$ cat src/hw/rtl/sorted_priority_task_queue_unit_assert.svh
// Assertion macros for the sorted priority task queue.
// No dependencies; included by the top level only.
`ifndef SORTED_PRIORITY_TASK_QUEUE_UNIT_ASSERT_SVH
`define SORTED_PRIORITY_TASK_QUEUE_UNIT_ASSERT_SVH
`ifndef SYNTHESIS
`define SPQ_ASSERT(lbl, clk_s, rst_s, prop) \
  lbl: assert property (@(posedge clk_s) disable iff (!rst_s) prop) \
    else $error("spq assertion failed");
`define SPQ_ASSERT_ALWAYS(lbl, clk_s, prop) \
  lbl: assert property (@(posedge clk_s) prop) \
    else $error("spq assertion failed");
`else
`define SPQ_ASSERT(lbl, clk_s, rst_s, prop)
`define SPQ_ASSERT_ALWAYS(lbl, clk_s, prop)
`endif
`endif

$ cat src/hw/rtl/spq_pkg.sv
// Shared types and constants of the sorted priority task queue.
// No dependencies; used by spq_cell and the top level.
package spq_pkg;

  localparam int QUEUE_DEPTH_DEF   = 256;
  localparam int TASK_BITS_DEF     = 16;
  localparam int PRIORITY_BITS_DEF = 16;

  localparam int ID_BITS     = 16;
  localparam int PRIO_BITS   = 16;
  localparam int STATUS_BITS = 2;
  localparam int OCC_BITS    = 9;

  localparam logic OP_PUSH = 1'b0;
  localparam logic OP_POP  = 1'b1;

  localparam logic [STATUS_BITS-1:0] ST_OK    = 2'd0;
  localparam logic [STATUS_BITS-1:0] ST_FULL  = 2'd1;
  localparam logic [STATUS_BITS-1:0] ST_EMPTY = 2'd2;

  typedef struct packed {
    logic push;
    logic pop;
  } spq_ctrl_t;

endpackage

$ cat src/hw/rtl/spq_cell.sv
// One slot of the sorted chain: holds a task and its priority.
// Depends on spq_pkg (spq_ctrl_t).
module spq_cell #(
  parameter int TASK_BITS     = spq_pkg::TASK_BITS_DEF,
  parameter int PRIORITY_BITS = spq_pkg::PRIORITY_BITS_DEF
) (
  input  logic                     clk,
  input  spq_pkg::spq_ctrl_t       ctrl,
  input  logic                     occupied,
  input  logic                     left_gt,
  input  logic [TASK_BITS-1:0]     new_task,
  input  logic [PRIORITY_BITS-1:0] new_prio,
  input  logic [TASK_BITS-1:0]     left_task,
  input  logic [PRIORITY_BITS-1:0] left_prio,
  input  logic [TASK_BITS-1:0]     right_task,
  input  logic [PRIORITY_BITS-1:0] right_prio,
  output logic                     gt,
  output logic [TASK_BITS-1:0]     task_q,
  output logic [PRIORITY_BITS-1:0] prio_q
);

  logic [TASK_BITS-1:0]     task_r, task_nxt;
  logic [PRIORITY_BITS-1:0] prio_r, prio_nxt;

  // strictly higher stays put; new request goes ahead of equals
  assign gt = occupied && (prio_r > new_prio);

  always_comb begin
    task_nxt = task_r;
    prio_nxt = prio_r;
    if (ctrl.push) begin
      if (!gt) begin
        if (left_gt) begin
          task_nxt = new_task;
          prio_nxt = new_prio;
        end else begin
          task_nxt = left_task;
          prio_nxt = left_prio;
        end
      end
    end else if (ctrl.pop) begin
      task_nxt = right_task;
      prio_nxt = right_prio;
    end
  end

  always_ff @(posedge clk) begin
    task_r <= task_nxt;
    prio_r <= prio_nxt;
  end

  assign task_q = task_r;
  assign prio_q = prio_r;

endmodule

$ cat config.mk
export PLATFORM = sky130hd
export DESIGN_NAME = spq_cell
export DESIGN_NICKNAME = d
export VERILOG_FILES = /design/src/hw/rtl/sorted_priority_task_queue_unit_assert.svh /design/src/hw/rtl/spq_pkg.sv /design/src/hw/rtl/spq_cell.sv
export SDC_FILE = /design/constraint.sdc
export NUM_CORES = 1
export LEC_CHECK = 0
export ABC_AREA = 0
export BUFFER_PORTS_ARGS = -buffer_cell sky130_fd_sc_hd__buf_2
export CORE_MARGIN = 8
export CORE_UTILIZATION = 25
export DETAILED_ROUTE_END_ITERATION = 8
export SYNTH_ARGS = -nofsm -noshare
export SYNTH_HDL_FRONTEND = slang
export SYNTH_SLANG_ARGS = --single-unit
$ cat constraint.sdc
create_clock -name clk -period 12.1 [get_ports clk]
set_clock_uncertainty 0.2 [all_clocks]
set_input_delay 1.21 -clock clk [delete_from_list [all_inputs] [get_ports clk]]
set_output_delay 1.21 -clock clk [all_outputs]
set_load 0.01 [all_outputs]
==> results of run 1 <==
-- power groups by stage --
stage | logic, mW | clock network, mW | registers [mW]
after floorplan | 0.0354 | 0 | 0.151
after global placement | 0.0796 | 0 | 0.144
after detailed placement | 0.0804 | 0 | 0.144
after CTS | 0.0805 | 0.0827 | 0.142
after global routing | 0.0893 | 0.0849 | 0.143
final | 0.0785 | 0.0790 | 0.142
-- stage by stage --
step           std cells  setup WS [ps]
3_3_place_gp         428           7690
4_1_cts              436           7640
2_1_floorplan        200           7370
6_report             436           7660
3_5_place_dp         428           7640
5_1_grt              436           7570
-- synthesized netlist by cell type --
cell type  instances  area, µm²
a21oi_1           39        195
nor2_1            35        131
edfxtp_1          32        961
mux2i_1           32        320
ha_1              16        200
inv_1             16       60.1
clkbuf_1           7       26.3
nand2_1            6       22.5
buf_2              3       15.0
nand4_1            2       12.5
o21ai_0            2       10.0
a21o_1             1       7.51
a31oi_2            1       12.5
buf_1              1       3.75
nand4_2            1       12.5
nor2b_1            1       6.26
nor3_1             1       5.00
nor4_1             1       6.26
o211ai_1           1       7.51
o21ai_1            1       5.00
or4_4              1       11.3
-- sequential cells by signal (all words and copies together), names as in the netlist --
register  cells
prio_q       16
task_q       16
-- kinds of logic (layout without fill, tap and decap cells) --
logic type / count (synthesis) / after routing / synth area share (%)
compound gates: 45 / 45 / 11.7
fa+ha+maj: 16 / 16 / 9.85
buf+inv: 27 / 158 / 5.17
flops: 32 / 32 / 47.3
mux: 32 / 32 / 15.8
simple gates: 48 / 48 / 10.2
-- worst reg2reg max path: stages (launching register included) --
cell and delay, ps:
edfxtp_1 400, ha_1 340, nand4_2 160, or4_4 570, o21ai_1 160, a31oi_2 80
a21oi_4 850
-- final timing paths --
| kind | slack [ps] | cells past startpoint | to |
|---|---|---|---|
| setup / recovery | 7660 | 8 | gt |
| hold reg to reg | 1110 | 4 | prio_q[8]$_DFFE_PP_ |
| setup reg to reg | 8940 | 6 | task_q[10]$_DFFE_PP_ |
| hold / removal | 1050 | 3 | prio_q[0]$_DFFE_PP_ |
-- cell type report --
class                      instances  area [µm²]  area share [%]
multi-input combinational        141         977            33.9
sequential                        32         961            33.3
timing repair buffer             134         673            23.4
tap                              105         131            4.56
clock buffer                       7        76.3            2.65
inverter                          16        60.1            2.08
clock inverter                     1        3.75           0.130
-- metal layers --
| metal | global-route usage, % | wire length [µm] | vias up |
|---|---|---|---|
| met2 | 18.2 | 2850 | 86 |
| met1 | 10.9 | 2340 | 852 |
| met3 | 5.32 | 641 | 6 |
| met5 | 0 | 12 | - |
| li1 | - | - | 981 |
| met4 | 2.81 | 38 | 2 |
==> results.md, run 1 <==
- CTS clk-pin slew, worst paths: 70 ps
- Nets@finish: 447
- Hold WS: 1050 ps
- Post-synthesis sequential area ratio: 47.3%
- Port bufs: 133
- Synthesized cell area: 2030 µm²
- Synthesis-stage register bit count: 32
- P&R area growth vs syn: 41.9%
- Placed cell area: 2800 µm²
- Via count: 1927
- Gate Count Post-Synth: 200
- CTS tree: yes
- Hold buffer count at CTS: 0
- Io pins: 134
- Pin count of the biggest net entering global routing: 67
- Final wirelength: 5.89 mm
- CP Class: input port to output port
- CTS buffer count: 5
- # H-tree levels: 2
- Post-Syn Nets: 317
- Slowest CP cell: or4_4
- Post-CTS Resized: 0
- Clk sink count: 32
- Crit path max-delay family: simple AND/OR/NAND/NOR gates
- Sw frac: 28.5%
- Combinational fraction of design power: 26.2%
- Worst setup SP type: input port
- CP cell instances: buf_2 -> inv_1 -> ha_1 -> nand4_2 -> or4_4 -> a21o_1 -> a31oi_2 -> buf_2
- CTS Buffer Depth: 2
- Vias in the first global route: 2149
- Design area: 2880 µm²
- Die Ht: 106 µm
- DPL Wire Length: 4.81 mm
- CP required: 10690 ps
- Initial antenna violation count: 1
- Yosys cell types: 21
- Setup TNS: 0 ps
- Count of final hold-check violations: 0
- Period utilization: 36.7%
- Tmin final: 4440 ps
- Fmax: 225 MHz
- Layout cells sized above 1: 43.2%
- Root Driver: clkbuf_8
- Cell repeated most along the worst path: buf_2
- Pwr Density: 104 nW/µm²
- Int Power: 0.214 mW
- MaxCap Viol Count: 0
- HP Class: input port to flop
- Setup bufs post-CTS: 0
- Sw Pwr: 0.0854 mW
- Flop pwr share: 47.4%
- Grt ovf: 0
- Hold Path Origin: right_prio[0]
- Buf/Inv on CP: 3
- Critical Path Start: new_prio[15]
- Reported leakage power: 1.43 nW
- Critical path arrival: 3030 ps
- Clk Latency, worst-skew pair: 280 ps
- DRT iter0 DRCs: 57
- Max stage delay on crit path: 570 ps
- Wire per inst: 13.5 µm
- Filler instances: 808
- Yosys warns: 0
- Setup Viol. Count Final: 0
- Antenna Cells: 0
- Total GRT Usage: 10.5%
- Die ar.: 11300 µm²
- Core Area: 8050 µm²
- Most frequent cells in the layout: 133 x buf_2, 38 x a21oi_1, 35 x nor2_1
- R2r startpoint: prio_q[15]$_DFFE_PP_
- Clock network fraction of design power: 26.4%
- DR DRC count: 0
- Rows: 33
- Outcome: finished clean
- Die X: 106 µm
- Pre-antenna DRT Iters: 4
- Tightest Pin Transition: 1040 ps
- First-pass GRT wire length: 9.80 mm
- RSZ-0062 raised after global routing: no
- Initial core utilization: 25.2%
- Crit. End Element: output port
- Antenna-violating nets left: 0
- Max Fanout on Critical Path: 4
- Final Max Slew Viols: 0
- Total power: 0.299 mW
- Peak VDD IR: 0.0387 mV
- Rel. slew slack: 30.5%
- Vias per cell: 4.42
- Synthesized area per cell: 10.2 µm²
- Post-layout util: 35.8%
- Most common cell after layout, fill and taps aside: buf_2
- GP Congestion: 0.707
Note: power is estimated with default switching activity, not from simulation.
==> inputs of run 2 (changes only) <==
- clock period: 12.1 -> 4.4 ns (I/O delays scaled with it)
==> run 2 against run 1 <==
Effect of this change: wire length grew 5.2%; global-route usage is 0.70 points higher; via count down 1.8%; critical endpoint is now prio_q[1]$_DFFE_PP_; largest power group unchanged; highest routed layer is now met4.
==> results.md, run 2 (synthesis results as in run 1) <==
- Initial antenna violation count: 0
- Tightest Pin Transition: 940 ps
- Setup TNS: 0 ps
- Hold WS: 285 ps
- RSZ-0062 raised after global routing: no
- Post-CTS Resized: 0
- DPL Wire Length: 5.18 mm
- DR DRC count: 0
- Vias per cell: 4.33
- Peak VDD IR: 0.122 mV
- HP Class: input port to flop
- Clk Latency, worst-skew pair: 280 ps
- Die ar.: 11300 µm²
- Final wirelength: 6.20 mm
- DP Worst Slack: 1160 ps
- Nets@finish: 448
- Vias in the first global route: 2168
- Most frequent cells in the layout: 133 x buf_2, 38 x a21oi_1, 35 x nor2_1
- Pre-antenna DRT Iters: 4
- Crit. End Element: flop
- Layout cells sized above 1: 43.4%
- Antenna Cells: 0
- Final Max Slew Viols: 0
- Outcome: finished clean
- Port bufs: 133
- Reported leakage power: 1.43 nW
- Total GRT Usage: 11.2%
- Post-layout util: 35.9%
- Rows: 33
- Most common cell after layout, fill and taps aside: buf_2
- Core Area: 8050 µm²
- CP cell instances: ha_1 -> nand4_2 -> or4_4 -> o21ai_1 -> a31oi_2 -> a21oi_4 -> buf_4
- Slowest CP cell: or4_4
- Fmax: 331 MHz
- Count of final hold-check violations: 0
- CTS buffer count: 5
- Pin count of the biggest net entering global routing: 66
- CTS clk-pin slew, worst paths: 70 ps
- Setup Viol. Count Final: 0
- Die Ht: 106 µm
- GP Congestion: 0.721
- Setup bufs post-CTS: 0
- Final worst slack: 1380 ps
- Via count: 1892
- First-pass GRT wire length: 10.3 mm
- Initial core utilization: 25.2%
- Period utilization: 68.6%
- CTS tree: yes
- Max Fanout on Critical Path: 20
- P&R area growth vs syn: 42.2%
- Placed cell area: 2810 µm²
- DRT iter0 DRCs: 32
- CP Class: flop to flop
- Pwr Density: 284 nW/µm²
- Io pins: 134
- Grt ovf: 0
- Clk sink count: 32
- Critical path arrival: 2770 ps
- Design area: 2890 µm²
- CTS Buffer Depth: 2
- Hold buffer count at CTS: 0
- Wire per inst: 14.2 µm
- # H-tree levels: 2
- CP required: 4160 ps
- Max stage delay on crit path: 560 ps
- Worst setup SP type: flop
- Root Driver: clkbuf_8
- Die X: 106 µm
- Tmin final: 3020 ps
- MaxCap Viol Count: 0
- Rel. slew slack: 37.3%
- Antenna-violating nets left: 0
## run 2: final cells by class
class	count	area (µm²)
clock buffer	7	76.3
fill	866	5160
inverter	16	60.1
sequential	32	961
timing repair buffer	135	681
tap	105	131
multi-input combinational	141	977
clock inverter	1	3.75
## run 2: worst paths after layout
path	startpoint	to	slack, ps	depth (start not counted)
min	right_prio[7]	prio_q[7]$_DFFE_PP_	280	3
max	prio_q[15]$_DFFE_PP_	prio_q[1]$_DFFE_PP_	1380	7
max reg2reg	prio_q[15]$_DFFE_PP_	prio_q[1]$_DFFE_PP_	1380	7
min reg2reg	prio_q[15]$_DFFE_PP_	prio_q[11]$_DFFE_PP_	930	4
## run 2: layer usage
layer,track usage (%),vias up,share of wire [%]
met2,19.3,86,48
met4,3.02,0,0.92
li1,-,983,-
met3,5.20,6,10
met1,11.9,817,41
met5,0,-,0
## run 2: worst max-delay path: cells and delay by family, from the launching register on
family	cells	cell delay, ps
AO/OA/AOI/OAI	3	660
flip-flops	1	390
adder cells (fa/ha/maj)	1	340
AND/OR/NAND/NOR	2	720
buffers and inverters	1	360
## run 2: metrics by stage
stage / cells / power [mW]
6_report: 437 / 0.820
5_1_grt: 437 / 0.878
4_1_cts: 437 / 0.839
3_5_place_dp: 429 / 0.623
3_3_place_gp: 429 / 0.618
2_1_floorplan: 200 / 0.512
## run 2: where the power goes
part	switching [mW]	internal (mW)	total, mW
clock network	0.0995	0.110	0.209
logic	0.119	0.101	0.220
registers	0.0125	0.378	0.391
total	0.231	0.589	0.820
